--- config.mk ---
export PLATFORM = sky130hd
export DESIGN_NAME = feeder_jam_detect_reverse_core
export DESIGN_NICKNAME = d
export VERILOG_FILES = /design/src/hdl/fjdr_pkg.sv /design/src/hdl/fjdr_csr.sv /design/src/hdl/feeder_jam_detect_reverse_core.sv
export SDC_FILE = /design/constraint.sdc
export NUM_CORES = 1
export LEC_CHECK = 0
export BUFFER_PORTS_ARGS = -buffer_cell sky130_fd_sc_hd__buf_2
export CORE_UTILIZATION = 35
export DETAILED_ROUTE_END_ITERATION = 8
export PLACE_DENSITY = 0.63
export SLEW_MARGIN = 20
export SYNTH_ARGS = -nofsm -noshare
export SYNTH_HDL_FRONTEND = slang
export SYNTH_HIERARCHICAL = 1
export SYNTH_SLANG_ARGS = --single-unit
--- constraint.sdc ---
create_clock -name clock -period 5.79 [get_ports clock]
set_clock_uncertainty 0.1 [all_clocks]
set_input_delay 1.4475 -clock clock [delete_from_list [all_inputs] [get_ports clock]]
set_output_delay 1.4475 -clock clock [all_outputs]
set_load 0.03 [all_outputs]
--- src/hdl/fjdr_pkg.sv ---
// ----------------------------------------------------------------------------
// fjdr_pkg
// Types and constants shared by the feeder jam detect and reverse block.
// ----------------------------------------------------------------------------
package fjdr_pkg;

   localparam int CSR_INDEX_W = 3;
   localparam int CSR_DATA_W  = 16;

   // register indexes of the control port
   typedef enum logic [CSR_INDEX_W-1:0] {
      CSR_POSITION_TOLERANCE = 3'd0,
      CSR_SPEED_FLOOR        = 3'd1,
      CSR_LIMIT_SINGLE       = 3'd2,
      CSR_LIMIT_TRIPLE       = 3'd3,
      CSR_LIMIT_FULL_AUTO    = 3'd4,
      CSR_LIMIT_HOST_CTRL    = 3'd5,
      CSR_REVERSE_TICKS      = 3'd6,
      CSR_REVERSE_SPEED      = 3'd7
   } csr_index_type;

   typedef enum logic [1:0] {
      MODE_SINGLE    = 2'd0,
      MODE_TRIPLE    = 2'd1,
      MODE_FULL_AUTO = 2'd2,
      MODE_HOST_CTRL = 2'd3
   } mode_type;

   typedef struct packed {
      logic [15:0]        position_tolerance;
      logic [14:0]        speed_floor;
      logic [7:0]         limit_single;
      logic [7:0]         limit_triple;
      logic [7:0]         limit_full_auto;
      logic [7:0]         limit_host_ctrl;
      logic [7:0]         reverse_ticks;
      logic signed [15:0] reverse_speed;
   } cfg_type;

   localparam logic [15:0]        RST_POSITION_TOLERANCE = 16'd2000;
   localparam logic [14:0]        RST_SPEED_FLOOR        = 15'd500;
   localparam logic [7:0]         RST_LIMIT_SINGLE       = 8'd100;
   localparam logic [7:0]         RST_LIMIT_TRIPLE       = 8'd250;
   localparam logic [7:0]         RST_LIMIT_FULL_AUTO    = 8'd50;
   localparam logic [7:0]         RST_LIMIT_HOST_CTRL    = 8'd101;
   localparam logic [7:0]         RST_REVERSE_TICKS      = 8'd20;
   localparam logic signed [15:0] RST_REVERSE_SPEED      = -16'sd2000;

endpackage

--- src/hdl/fjdr_csr.sv ---
// ----------------------------------------------------------------------------
// fjdr_csr
// Control register file: write-only settings for jam detection and reverse.
// ----------------------------------------------------------------------------
module fjdr_csr (
   input  logic                             clock,
   input  logic                             reset,
   input  logic                             csr_we,
   input  logic [fjdr_pkg::CSR_INDEX_W-1:0] csr_index,
   input  logic [fjdr_pkg::CSR_DATA_W-1:0]  csr_wdata,
   output fjdr_pkg::cfg_type                cfg
);
   import fjdr_pkg::*;

   cfg_type cfg_ff;
   cfg_type cfg_in;

   always_comb begin
      cfg_in = cfg_ff;
      if (csr_we) begin
         case (csr_index_type'(csr_index))
            CSR_POSITION_TOLERANCE: cfg_in.position_tolerance = csr_wdata;
            CSR_SPEED_FLOOR:        cfg_in.speed_floor        = csr_wdata[14:0];
            CSR_LIMIT_SINGLE:       cfg_in.limit_single       = csr_wdata[7:0];
            CSR_LIMIT_TRIPLE:       cfg_in.limit_triple       = csr_wdata[7:0];
            CSR_LIMIT_FULL_AUTO:    cfg_in.limit_full_auto    = csr_wdata[7:0];
            CSR_LIMIT_HOST_CTRL:    cfg_in.limit_host_ctrl    = csr_wdata[7:0];
            CSR_REVERSE_TICKS:      cfg_in.reverse_ticks      = csr_wdata[7:0];
            CSR_REVERSE_SPEED:      cfg_in.reverse_speed      = $signed(csr_wdata);
            default:                cfg_in = cfg_ff;
         endcase
      end
   end

   always_ff @(posedge clock) begin
      if (reset) begin
         cfg_ff.position_tolerance <= RST_POSITION_TOLERANCE;
         cfg_ff.speed_floor        <= RST_SPEED_FLOOR;
         cfg_ff.limit_single       <= RST_LIMIT_SINGLE;
         cfg_ff.limit_triple       <= RST_LIMIT_TRIPLE;
         cfg_ff.limit_full_auto    <= RST_LIMIT_FULL_AUTO;
         cfg_ff.limit_host_ctrl    <= RST_LIMIT_HOST_CTRL;
         cfg_ff.reverse_ticks      <= RST_REVERSE_TICKS;
         cfg_ff.reverse_speed      <= RST_REVERSE_SPEED;
      end else begin
         cfg_ff <= cfg_in;
      end
   end

   assign cfg = cfg_ff;

endmodule

--- src/hdl/feeder_jam_detect_reverse_core.sv ---
// ----------------------------------------------------------------------------
// feeder_jam_detect_reverse_core
// Feeder jam detection with a timed reverse override of the speed target.
// ----------------------------------------------------------------------------
// Usage:
//   req_* carries one control tick per transfer (valid/ready). rsp_* returns
//   exactly one result per tick, in order (valid/ready). csr_* is a write-only
//   register port; the user must write it only while the block is idle, which
//   the block leaves unchecked. The position error is formed into the input
//   register; the stall compare, counter update and reverse sequencing then
//   run into the result register once the result stage is free. One tick is
//   accepted every cycle while the result stage is free or the input stage
//   is empty; the stall counters and reverse counter are updated as a tick
//   moves into the result register, so the next tick sees them at once.
//   Reset clears both stages, all stall counters, the reverse state and
//   loads the default register values.
//   When rsp_ready is low the result holds, the input stage still fills once,
//   and req_ready then drops until the result is taken.
// ----------------------------------------------------------------------------
module feeder_jam_detect_reverse_core (
   input  logic                             clock,
   input  logic                             reset,
   input  logic                             req_valid,
   output logic                             req_ready,
   input  logic [1:0]                       req_fire_mode,
   input  logic                             req_firing_idle,
   input  logic signed [31:0]               req_encoder_position,
   input  logic signed [31:0]               req_position_target,
   input  logic signed [15:0]               req_measured_speed,
   input  logic signed [15:0]               req_speed_target_in,
   output logic                             rsp_valid,
   input  logic                             rsp_ready,
   output logic signed [15:0]               rsp_speed_target_out,
   output logic                             rsp_reversing,
   output logic                             rsp_jam_detected,
   input  logic                             csr_we,
   input  logic [fjdr_pkg::CSR_INDEX_W-1:0] csr_index,
   input  logic [fjdr_pkg::CSR_DATA_W-1:0]  csr_wdata
);
   import fjdr_pkg::*;

   cfg_type cfg;

   // input stage
   logic               s1_valid_ff, s1_valid_in;
   mode_type           s1_mode_ff;
   logic               s1_idle_ff;
   logic signed [32:0] s1_err_ff;
   logic signed [15:0] s1_speed_ff;
   logic signed [15:0] s1_target_ff;

   // jam state
   logic [7:0] cnt_ff [4];
   logic [7:0] cnt_in [4];
   logic       jam_active_ff, jam_active_in;
   logic [7:0] rev_count_ff, rev_count_in;

   // result stage
   logic               rsp_valid_ff, rsp_valid_in;
   logic signed [15:0] rsp_speed_ff;
   logic               rsp_rev_ff;
   logic               rsp_jam_ff;

   logic               out_free;
   logic               req_xfer;
   logic               s1_fire;
   logic signed [32:0] err_in;
   logic signed [32:0] tol_pos;
   logic signed [32:0] tol_neg;
   logic               pos_stall;
   logic signed [16:0] spd_wide;
   logic [16:0]        spd_mag;
   logic               spd_stall;
   logic               stall;
   logic [7:0]         prev_cnt;
   logic [7:0]         new_cnt;
   logic [7:0]         limit;
   logic               jam;
   logic               rev;
   logic [7:0]         rev_inc;

   fjdr_csr u_csr (
      .clock     (clock),
      .reset     (reset),
      .csr_we    (csr_we),
      .csr_index (csr_index),
      .csr_wdata (csr_wdata),
      .cfg       (cfg)
   );

   assign out_free  = !rsp_valid_ff || rsp_ready;
   assign req_ready = !s1_valid_ff || out_free;
   assign req_xfer  = req_valid && req_ready;
   assign s1_fire   = s1_valid_ff && out_free;

   // exact 33-bit position error
   assign err_in = {req_encoder_position[31], req_encoder_position}
                 - {req_position_target[31], req_position_target};

   always_comb begin
      s1_valid_in = s1_valid_ff;
      if (req_xfer) begin
         s1_valid_in = 1'b1;
      end else if (s1_fire) begin
         s1_valid_in = 1'b0;
      end
   end

   // stall detection
   assign tol_pos   = $signed({17'd0, cfg.position_tolerance});
   assign tol_neg   = -tol_pos;
   assign pos_stall = (s1_err_ff > tol_pos) || (s1_err_ff < tol_neg);

   assign spd_wide  = {s1_speed_ff[15], s1_speed_ff};
   assign spd_mag   = spd_wide[16] ? 17'(-spd_wide) : 17'(spd_wide);
   assign spd_stall = spd_mag < {2'd0, cfg.speed_floor};

   assign stall    = (s1_mode_ff == MODE_FULL_AUTO) ? spd_stall : pos_stall;
   assign prev_cnt = s1_idle_ff ? 8'd0 : cnt_ff[s1_mode_ff];
   assign new_cnt  = stall ? 8'(prev_cnt + 8'd1) : 8'd0;

   always_comb begin
      case (s1_mode_ff)
         MODE_SINGLE:    limit = cfg.limit_single;
         MODE_TRIPLE:    limit = cfg.limit_triple;
         MODE_FULL_AUTO: limit = cfg.limit_full_auto;
         MODE_HOST_CTRL: limit = cfg.limit_host_ctrl;
         default:        limit = cfg.limit_host_ctrl;
      endcase
   end

   assign jam     = new_cnt >= limit;
   assign rev_inc = 8'(rev_count_ff + 8'd1);

   always_comb begin
      for (int i = 0; i < 4; i++) begin
         cnt_in[i] = (2'(i) == s1_mode_ff && !jam) ? new_cnt : 8'd0;
      end
   end

   // reverse sequencing; a jam during a reversal does not restart it
   always_comb begin
      rev           = 1'b0;
      jam_active_in = jam_active_ff;
      rev_count_in  = rev_count_ff;
      if (jam_active_ff || jam) begin
         if (rev_inc >= cfg.reverse_ticks) begin
            jam_active_in = 1'b0;
            rev_count_in  = 8'd0;
         end else begin
            rev           = 1'b1;
            jam_active_in = 1'b1;
            rev_count_in  = rev_inc;
         end
      end
   end

   always_comb begin
      rsp_valid_in = rsp_valid_ff;
      if (s1_fire) begin
         rsp_valid_in = 1'b1;
      end else if (rsp_ready) begin
         rsp_valid_in = 1'b0;
      end
   end

   always_ff @(posedge clock) begin
      if (reset) begin
         s1_valid_ff   <= 1'b0;
         rsp_valid_ff  <= 1'b0;
         jam_active_ff <= 1'b0;
         rev_count_ff  <= 8'd0;
         for (int i = 0; i < 4; i++) begin
            cnt_ff[i] <= 8'd0;
         end
      end else begin
         s1_valid_ff  <= s1_valid_in;
         rsp_valid_ff <= rsp_valid_in;
         if (s1_fire) begin
            jam_active_ff <= jam_active_in;
            rev_count_ff  <= rev_count_in;
            for (int i = 0; i < 4; i++) begin
               cnt_ff[i] <= cnt_in[i];
            end
         end
      end
   end

   always_ff @(posedge clock) begin
      if (req_xfer) begin
         s1_mode_ff   <= mode_type'(req_fire_mode);
         s1_idle_ff   <= req_firing_idle;
         s1_err_ff    <= err_in;
         s1_speed_ff  <= req_measured_speed;
         s1_target_ff <= req_speed_target_in;
      end
      if (s1_fire) begin
         rsp_speed_ff <= rev ? cfg.reverse_speed : s1_target_ff;
         rsp_rev_ff   <= rev;
         rsp_jam_ff   <= jam;
      end
   end

   assign rsp_valid            = rsp_valid_ff;
   assign rsp_speed_target_out = rsp_speed_ff;
   assign rsp_reversing        = rsp_rev_ff;
   assign rsp_jam_detected     = rsp_jam_ff;

endmodule

==> impl_results.md, run 1 <==
* Syn. warnings at 6
* Drt pass-1 iters at 5
* Die Ht at 195 um
* Seq pwr share at 45.2%
* DP HPWL at 22400 um
* Max Freq at 182 MHz
* Worst Setup SP: s1_speed_ff[4]
* Core area at 36600 sq um
* Crit path required time at 5.96 ns
* # rows at 70
* Final Cell Area at 15100 sq um
* Hold_ws at 0.374 ns
* Total Routing Usage GR at 15.8%
* CP Class: flop to flop
* Flop2flop setup slack at 0.30 ns
* Max-slew violation count at 0
* Critical path capture point type: flop
* Gp weighted congestion at 0.861
* Placed Area at 14200 sq um
* Peak VDD IR at 0.170 mV
* Initial antenna violation count at 0
* Status: finished, final reports clean
* H-Tree Depth at 1
* Reg2Reg Depth at 22
* Clk sinks at 218
* Share of cells above drive strength 1 at 18.3%
* Met1 Wirelength at 13500 um
* RSZ-0062 raised after global routing: yes
* Worst Hold Launch: rev_count_ff[7]
* Port buffer count at 142
* Clk Latency, worst-skew pair at 0.52 ns
* Most frequent cell on the critical path: a21o_1
* Hold Crit Class: flop to flop
* Minimum clock period at 5.49 ns
* Total gr overflow at 0
* Top layer in use: met4
* Vias in the first global route at 9737
* Post-synth EDFFs at 118
* Net switching power at 0.00101 W
* Sw frac at 25.5%
* Area growth syn-to-layout at 16.1%
* Final-report setup violation count at 0
* IO Count at 143
* Met2 WL at 14800 um
* Metal3 WL at 1180 um
* Routed vias at 9595
* Post-synth ARST share at 0%
* Max-Slew Margin vs Limit at 25.9%
* Largest net degree at the start of global routing at 88
* First-pass GRT wire length at 48800 um
* Remaining DRCs at 0
* Gate power share at 15.4%
* CTS tree: done
* Die area at 37900 sq um
* Pwr dens at 262 nW/um^2
* Leading cell type in the layout, fill and taps excluded: buf_2
* Count of state elements after synthesis at 218
* Max incr delay on CP at 0.46 ns
* Netlist cell types at 71
* Cell internal pwr at 0.00294 W
* Root Driver: clkbuf_16
* Hold Vio Cnt, Final at 0
* Initial Util at 35.5%
* Wire per inst at 15.9 um
* Slowest stage cell, crit path: or4_4
* Max_cap viols at 0
* Post-Syn Nets at 1497
* Tightest Pin Transition at 1.11 ns
* Max Buffers Root-to-Sink at 3
* Vias per cell at 5.10
* Post-DRT Antenna Nets at 0
* Commonest non-fill, non-tap cells in the layout: 141 x buf_2, 118 x edfxtp_1, 115 x ha_1
* Clk pin slew, worst setup/hold paths at 0.06 ns
* Clock share of power at 39.4%
* Seq/Total Area, Yosys at 42.6%
* Syn_area_per_cell at 10.3 sq um
* Final WL at 30000 um
* Diode count at 0
* Ys flop type: edfxtp_1
* Reg2reg start: s1_speed_ff[4]
* CTS Buf Count at 25
* CP Data Arrival Time at 5.66 ns
* Fin crit share at 94.8%
* DIE WIDTH at 195 um
* Synthesized cell area at 13000 sq um
* # hold bufs at CTS at 0
* Crit path launch type: flop
* Post-Synthesis Cells at 1258
* Worst-path maximum fanout at 17
* Number of DRC markers in iteration 0 at 468
* Nets at 1634
* Crit path cell chain: or3_1, or4_4, o41ai_2, xnor2_1, ha_1, a21o_1, a21o_1, a211oi_2, o211ai_2, a211oi_2, a211o_1, nor3b_4, or2_1, ha_1, nand2b_1, a21o_1, a21oi_1, o21ai_0, o22a_1, o21ai_2, buf_12, mux2_2
* Critical Path End: rsp_speed_target_out[12]
* Worst r2r dst: rsp_speed_target_out[12]
* Leakage at 6.61 nW
[cell usage after synthesis, drive strengths merged, types with 3 or more instances]
master  instances  share of area [%]
and3            3               0.14
o21ai          36                1.4
mux4           16                2.8
a31oi           5               0.24
or2             8               0.38
a21oi          56                2.2
or4             3               0.20
o32ai           4               0.27
dfxtp         100                 15
buf            22                1.2
clkbuf         31               0.89
xnor2          41                2.8
nand3          20               0.77
nor2b          16               0.77
nor4           29                1.4
o211ai          5               0.33
nand4          12               0.58
nand2          42                1.2
and4            9               0.61
edfxtp        118                 27
and2            3               0.14
a221oi          4               0.27
nand4b          5               0.34
nor3           30                1.2
a211oi          9               0.52
o31ai           8               0.46
nor2          115                3.3
mux2i          88                6.8
a21o           41                2.4
or3            11               0.53
nand2b         83                4.1
mux2           18                1.6
xor2           15                1.0
o21a            6               0.35
ha            115                 11
inv            99                2.9
[stage by stage]
stage	total power, W	setup slack (ns)	cells	setup TNS [ns]	util, %
2_1_floorplan	0.00224	0.0247	1258	0	-
3_3_place_gp	0.00240	0.162	1834	0	38.8
3_5_place_dp	0.00242	0.0233	1834	0	38.8
4_1_cts	0.00400	0.102	1880	0	41.0
5_1_grt	0.00414	-0.000855	1882	-0.000855	41.2
6_report	0.00395	0.302	1882	0	41.2
[per-layer routing]
metal / vias up / global-route usage (%)
met3: 36 / 1.96
met1: 4542 / 20.2
met4: 0 / 3.47
met2: 195 / 28.5
li1: 4822 / -
met5: - / 0
[final cells by class]
cell class                      count  area [sq um]
Multi-Input combinational cell    888          6870
Clock buffer                       39           753
Fill cell                        3623         21500
Clock inverter                      7          70.1
Sequential cell                   218          5550
Tap cell                          468           586
Inverter                           99           372
Timing Repair Buffer              163           900
[what timing repair did]
action / 4_1_cts / 5_1_grt
setup endpoints to repair: 12 / 57
gates resized for setup: 1 / 13
buffers inserted: 0 / 2
cloned: 0 / 0
pin swaps: 0 / 4
[kinds of logic after synthesis]
| group | share of synthesized area, % |
|---|---|
| AO/OA/AOI/OAI | 9.70 |
| multiplexers | 11.1 |
| AND/OR/NAND/NOR | 16.6 |
| flip-flops | 42.6 |
| XOR/XNOR | 3.77 |
| adder cells (fa/ha/maj) | 11.2 |
| buffers and inverters | 4.98 |
[worst min-delay path by stage]
stage / endpoint / depth (start not counted)
floorplan: rev_count_ff[7] / 2
global placement: rev_count_ff[7] / 2
detailed placement: u_csr/cfg[68] / 2
CTS: u_csr/cfg[57] / 2
global route: u_csr/cfg[27] / 2
finish: rev_count_ff[7] / 2
[sequential cells by signal, indices dropped and copies added (netlist names), named ones only]
name and flops:
rsp_jam_detected 1, jam_active_ff 1, cnt_ff 32, rsp_reversing 1
s1_target_ff 16, s1_idle_ff 1, rsp_valid 1, s1_valid_ff 1
rsp_speed_target_out 16, rev_count_ff 8, s1_speed_ff 16, u_csr/cfg 87
s1_mode_ff 2, s1_err_ff 33
[critical path: cells and delay by family (launching register included)]
family / cells / cell delay, ns
AOI/OAI and AO/OA: 12 / 2.21
adders and majority gates: 2 / 0.48
xor gates and xnor gates: 1 / 0.12
muxes: 1 / 0.35
and+or+nand+nor: 5 / 1.34
buffers and inverters: 1 / 0.19
DFF: 1 / 0.42
[power groups by stage]
stage | sequential, W | combinational [W] | clock, W
global placement | 0.00182 | 0.000586 | 0
detailed placement | 0.00182 | 0.000603 | 0
CTS | 0.00179 | 0.000608 | 0.00160
global route | 0.00179 | 0.000688 | 0.00165
floorplan | 0.00181 | 0.000429 | 0
finish | 0.00179 | 0.000610 | 0.00156
(Power assumes the default switching activity.)
==> run 2: changes to the inputs <==
--- a/config.mk
+++ b/config.mk
@@ -5,6 +5,7 @@
 export SDC_FILE = /design/constraint.sdc
 export NUM_CORES = 1
 export LEC_CHECK = 0
+export ABC_AREA = 1
 export BUFFER_PORTS_ARGS = -buffer_cell sky130_fd_sc_hd__buf_2
 export CORE_UTILIZATION = 35
 export DETAILED_ROUTE_END_ITERATION = 8
==> run 2 against run 1 <==
- fmax rose by 5.0%
- non-clock buffer count fell by 16
- wire length rose by 14%
- die area rose by 4.3%
- critical path depth rose by 9
- combinational power rose by 26%
- total power rose by 3.7%
- utilization fell by 0.21 points
- synthesized area rose by 4.3%
- global-route usage rose by 1.5 points
- largest cell class unchanged
==> impl_results.md, run 2 <==
* Status: finished, final reports clean
* Crit path launch type: flop
* Nets at 2143
* Delay-heaviest family, CP: simple AND/OR/NAND/NOR gates
* Routed vias at 11621
* Wire per inst at 14.1 um
* Port buffer count at 142
* Largest register FFs at 87
* Post-DRT Antenna Nets at 0
* Initial Util at 35.8%
* RSZ-0062 raised after global routing: no
* Area growth syn-to-layout at 14.7%
* Number of DRC markers in iteration 0 at 726
* Max Buffers Root-to-Sink at 3
* Die Ht at 199 um
* Core area at 37900 sq um
* Commonest non-fill, non-tap cells in the layout: 452 x nand2_1, 260 x nor2_1, 219 x inv_1
* Worst path depth at 31
* DIE WIDTH at 199 um
* Post-Synthesis Cells at 1763
* Area leader, netlist: edfxtp_1
* Hold Crit Class: flop to flop
* Worst Hold Path Cells at 2
* Buf+Inv Stages, Crit Path at 3
* Syn. warnings at 6
* CTS Buf Count at 25
* Vias in the first global route at 11363
* DP HPWL at 26600 um
* Cts repair resizes at 0
* Top-area cell type share of the netlist area at 26.1%
* Final-report setup violation count at 0
* Slowest stage cell, crit path: nand4_1
* Setup TNS at 0 ns
* Leakage at 7.45 nW
* Netlist cell types at 52
* Post-synth EDFFs at 118
* Most common cell in the synthesized netlist: nand2_1
* CP Data Arrival Time at 5.42 ns
* Drt pass-1 iters at 5
* Clk pin slew, worst setup/hold paths at 0.06 ns
* Post-route insts no fill at 2435
* Remaining DRCs at 0
* Most frequent cell on the critical path: nand2_1
* Critical path capture point type: flop
* Max-Slew Margin vs Limit at 32.3%
* Max-slew violation count at 0
* Total gr overflow at 0
* Peak VDD IR at 0.205 mV
* CTS tree: done
* Initial antenna violation count at 3
* Metal3 WL at 1850 um
* IO Count at 143
* Post-synth ARST share at 0%
* Gp weighted congestion at 0.880
* Synthesized cell area at 13600 sq um
* Met1 Wirelength at 15300 um
* First-pass GRT wire length at 55600 um
* Max incr delay on CP at 0.41 ns
* Clk sinks at 218
* Worst-path maximum fanout at 17
* Root Driver: clkbuf_16
* Largest net degree at the start of global routing at 61
* Synth top area cells: edfxtp_1 26%, dfxtp_1 15%, nand2_1 13%
* Fin crit share at 90.3%
* Max Freq at 191 MHz
* Reg2Reg Depth at 31
* Placed Cells at 2388
* Hold Vio Cnt, Final at 0
* Max_cap viols at 0
* Crit path required time at 5.98 ns
* Count of state elements after synthesis at 218
* Vias per cell at 4.77
* H-Tree Depth at 1
* Top layer in use: met5
* Die area at 39500 sq um
* Final WL at 34300 um
* Met2 WL at 16400 um
* Seq/Total Area, Yosys at 40.9%
* Tightest Pin Transition at 1.01 ns
* Clk Latency, worst-skew pair at 0.53 ns
* Total Routing Usage GR at 17.3%
* Top post-synthesis cells by count: 452 x nand2_1, 261 x nor2_1, 220 x inv_1
* # hold bufs at CTS at 0
* FILL cells at 3856
* Leading cell type in the layout, fill and taps excluded: nand2_1
* Syn_area_per_cell at 7.69 sq um
* Pwr dens at 263 nW/um^2
* Minimum clock period at 5.23 ns
* Post-Syn Nets at 2002
* CP Class: flop to flop
* Share of cells above drive strength 1 at 12.4%
* Ys flop type: edfxtp_1
* Number of setup buffers added after CTS at 0
* # rows at 71
## run 2: kinds of logic after synthesis
| logic type | count (synthesis) | synth area share, % |
|---|---|---|
| flops | 218 | 40.9 |
| simple gates | 938 | 29.8 |
| mux | 1 | 0.0738 |
| xor+xnor | 53 | 3.42 |
| buf+inv | 267 | 7.94 |
| compound gates | 170 | 7.12 |
| fa+ha+maj | 116 | 10.8 |
## run 2: area by class of cell
cell class / count / area (sq um) / area share, %
clock inverters: 9 / 67.6 / 0.434
flip-flops and latches: 218 / 5550 / 35.6
well taps: 511 / 639 / 4.11
multi-input cells: 1278 / 6950 / 44.6
clock buffers: 37 / 731 / 4.69
inverters: 234 / 885 / 5.68
diodes: 1 / 2.50 / 0.0161
repair buffers: 147 / 748 / 4.81
## run 2: final timing paths
kind / start / end / slack (ns)
hold / removal: u_csr/cfg[24] / u_csr/cfg[24] / 0.36
hold reg to reg: u_csr/cfg[24] / u_csr/cfg[24] / 0.36
setup reg to reg: u_csr/cfg[72] / rsp_speed_target_out[2] / 0.56
setup / recovery: u_csr/cfg[72] / rsp_speed_target_out[2] / 0.56
## run 2: power breakdown
group	total [W]	internal, W	switching [W]
clock	0.00152	0.000878	0.000637
sequential	0.00182	0.00175	0.0000658
combinational	0.000766	0.000270	0.000496
total	0.00410	0.00290	0.00120
## run 2: worst min-delay path, stage by stage (launching register included)
cell	delay, ns
dfxtp_1	0.33
nand2_1	0.05
nand3_1	0.05
## run 2: layer usage
layer	vias to the layer above	GRT usage [%]
met3	55	2.39
met2	288	30.3
met5	-	0
met4	4	5.16
li1	6026	-
met1	5248	22.1
## run 2: through the flow
step	total power, W	hold WS (ns)	setup slack (ns)	utilization (%)	instance area, sq um
after floorplan	0.00238	0.329	1.43	-	13600
after global placement	0.00259	0.342	0.837	38.9	14800
after detailed placement	0.00261	0.345	0.591	38.9	14800
after CTS	0.00413	0.360	0.569	41.0	15600
after global routing	0.00432	0.387	0.116	41.0	15600
final	0.00410	0.361	0.562	41.0	15600
==> run 3: changes to the inputs <==
--- a/config.mk
+++ b/config.mk
@@ -7,9 +7,9 @@
 export LEC_CHECK = 0
 export ABC_AREA = 1
 export BUFFER_PORTS_ARGS = -buffer_cell sky130_fd_sc_hd__buf_2
-export CORE_UTILIZATION = 35
+export CORE_UTILIZATION = 30
 export DETAILED_ROUTE_END_ITERATION = 8
-export PLACE_DENSITY = 0.63
+export PLACE_DENSITY = 0.57
 export SLEW_MARGIN = 20
 export SYNTH_ARGS = -nofsm -noshare
 export SYNTH_HDL_FRONTEND = slang
==> run 3 against run 2 <==
- largest power group unchanged
- critical path type unchanged
- setup slack gained 0.047 ns
- register-to-register slack gained 0.05 ns
- non-clock buffer count grew 1
==> impl_results.md, run 3 (same netlist as run 2, synthesis figures left out) <==
* CTS Buf Count at 26
* Status: finished, final reports clean
* Total gr overflow at 0
* Initial Util at 30.5%
* Pwr dens at 258 nW/um^2
* Buf+Inv Stages, Crit Path at 3
* IO Count at 143
* Vias per cell at 4.58
* Final-report setup violation count at 0
* Critical path capture point type: flop
* Wire per inst at 13.7 um
* Max-Slew Margin vs Limit at 30.3%
* Port buffer count at 142
* Max-slew violation count at 0
* Die area at 46100 sq um
* Max Buffers Root-to-Sink at 3
* Routed vias at 11545
* Final WL at 34400 um
* Number of setup buffers added after CTS at 0
* Flop2flop setup slack at 0.61 ns
* Drt pass-1 iters at 6
* Share of cells above drive strength 1 at 12.1%
* Commonest non-fill, non-tap cells in the layout: 452 x nand2_1, 260 x nor2_1, 219 x inv_1
* H-Tree Depth at 1
* Minimum clock period at 5.18 ns
* Fin crit share at 89.5%
* Setup TNS at 0 ns
* Cts repair resizes at 0
* Leakage at 7.42 nW
* Max Freq at 193 MHz
* Remaining DRCs at 0
* CP Data Arrival Time at 5.36 ns
* Gp weighted congestion at 0.896
* Leading cell type in the layout, fill and taps excluded: nand2_1
* Max incr delay on CP at 0.43 ns
* Slowest stage cell, crit path: nand4_1
* Root Driver: clkbuf_16
* Total Routing Usage GR at 14.9%
* Number of DRC markers in iteration 0 at 580
* Tightest Pin Transition at 1.04 ns
* DP HPWL at 26800 um
* DIE WIDTH at 215 um
* Initial antenna violation count at 1
* Max_cap viols at 0
* RSZ-0062 raised after global routing: no
* # hold bufs at CTS at 0
* Delay-heaviest family, CP: simple AND/OR/NAND/NOR gates
* Core area at 44400 sq um
* CTS tree: done
* Hold Vio Cnt, Final at 0
* Die Ht at 215 um
* Clk Latency, worst-skew pair at 0.52 ns
* Crit path required time at 5.97 ns
* Hold_ws at 0.357 ns
* Nets at 2145
* Worst-path maximum fanout at 17
* CP Class: flop to flop
* Post-DRT Antenna Nets at 0
* Largest register FFs at 87
* Largest net degree at the start of global routing at 54
* Clk sinks at 218
* Clk pin slew, worst setup/hold paths at 0.06 ns
* Hold Crit Class: flop to flop
* # rows at 77
* Peak VDD IR at 0.201 mV
* Crit path launch type: flop
* First-pass GRT wire length at 56600 um
* Vias in the first global route at 11506
* Area growth syn-to-layout at 15.3%
run 3: path summary, 6_finish.rpt:
check                           cells after the start           from                 endpoint
worst max-delay path                               30  u_csr/cfg[72]  rsp_speed_target_out[2]
worst min register to register                      2  u_csr/cfg[26]            u_csr/cfg[26]
worst max register to register                     30  u_csr/cfg[72]  rsp_speed_target_out[2]
worst min-delay path                                2  u_csr/cfg[26]            u_csr/cfg[26]
run 3: report_power, final:
group | internal, W | switching [W]
sequential | 0.00175 | 0.0000658
combinational | 0.000270 | 0.000488
clock | 0.000852 | 0.000608
run 3: stage by stage:
step                setup slack [ns]  total power [W]  cell area, sq um  utilization [%]  instances
detailed placement             0.606          0.00261             14900             33.5       2470
floorplan                       1.43          0.00238             13600                -       1763
CTS                            0.586          0.00409             15600             35.2       2517
finish                         0.609          0.00403             15600             35.2       2518
global route                   0.106          0.00428             15600             35.2       2517
global placement               0.774          0.00259             14900             33.5       2470
run 3: final cells by class:
| class | instances | area (sq um) |
|---|---|---|
| antenna | 1 | 2.50 |
| clock buffer | 38 | 717 |
| clock inverter | 9 | 43.8 |
| fill | 4700 | 28800 |
| inverter | 234 | 885 |
| multi-input combinational | 1278 | 6950 |
| sequential | 218 | 5550 |
| tap | 592 | 741 |
| timing repair buffer | 148 | 756 |
run 3: per-layer routing:
layer  part of all wire (%)  routed length [um]  up-vias  GRT usage, %
met1                     44               15100     5256          18.1
li1                       -                   -     6030             -
met3                    3.7                1270       48          1.89
met2                     50               17300      209          27.7
met4                    1.9                 643        2          3.43
met5                  0.038                  13        -             0
run 3: worst min-delay path, delay by kind of cell, from the launching register on:
kind | cells | cell delay, ns
DFF | 1 | 0.32
and+or+nand+nor | 2 | 0.10
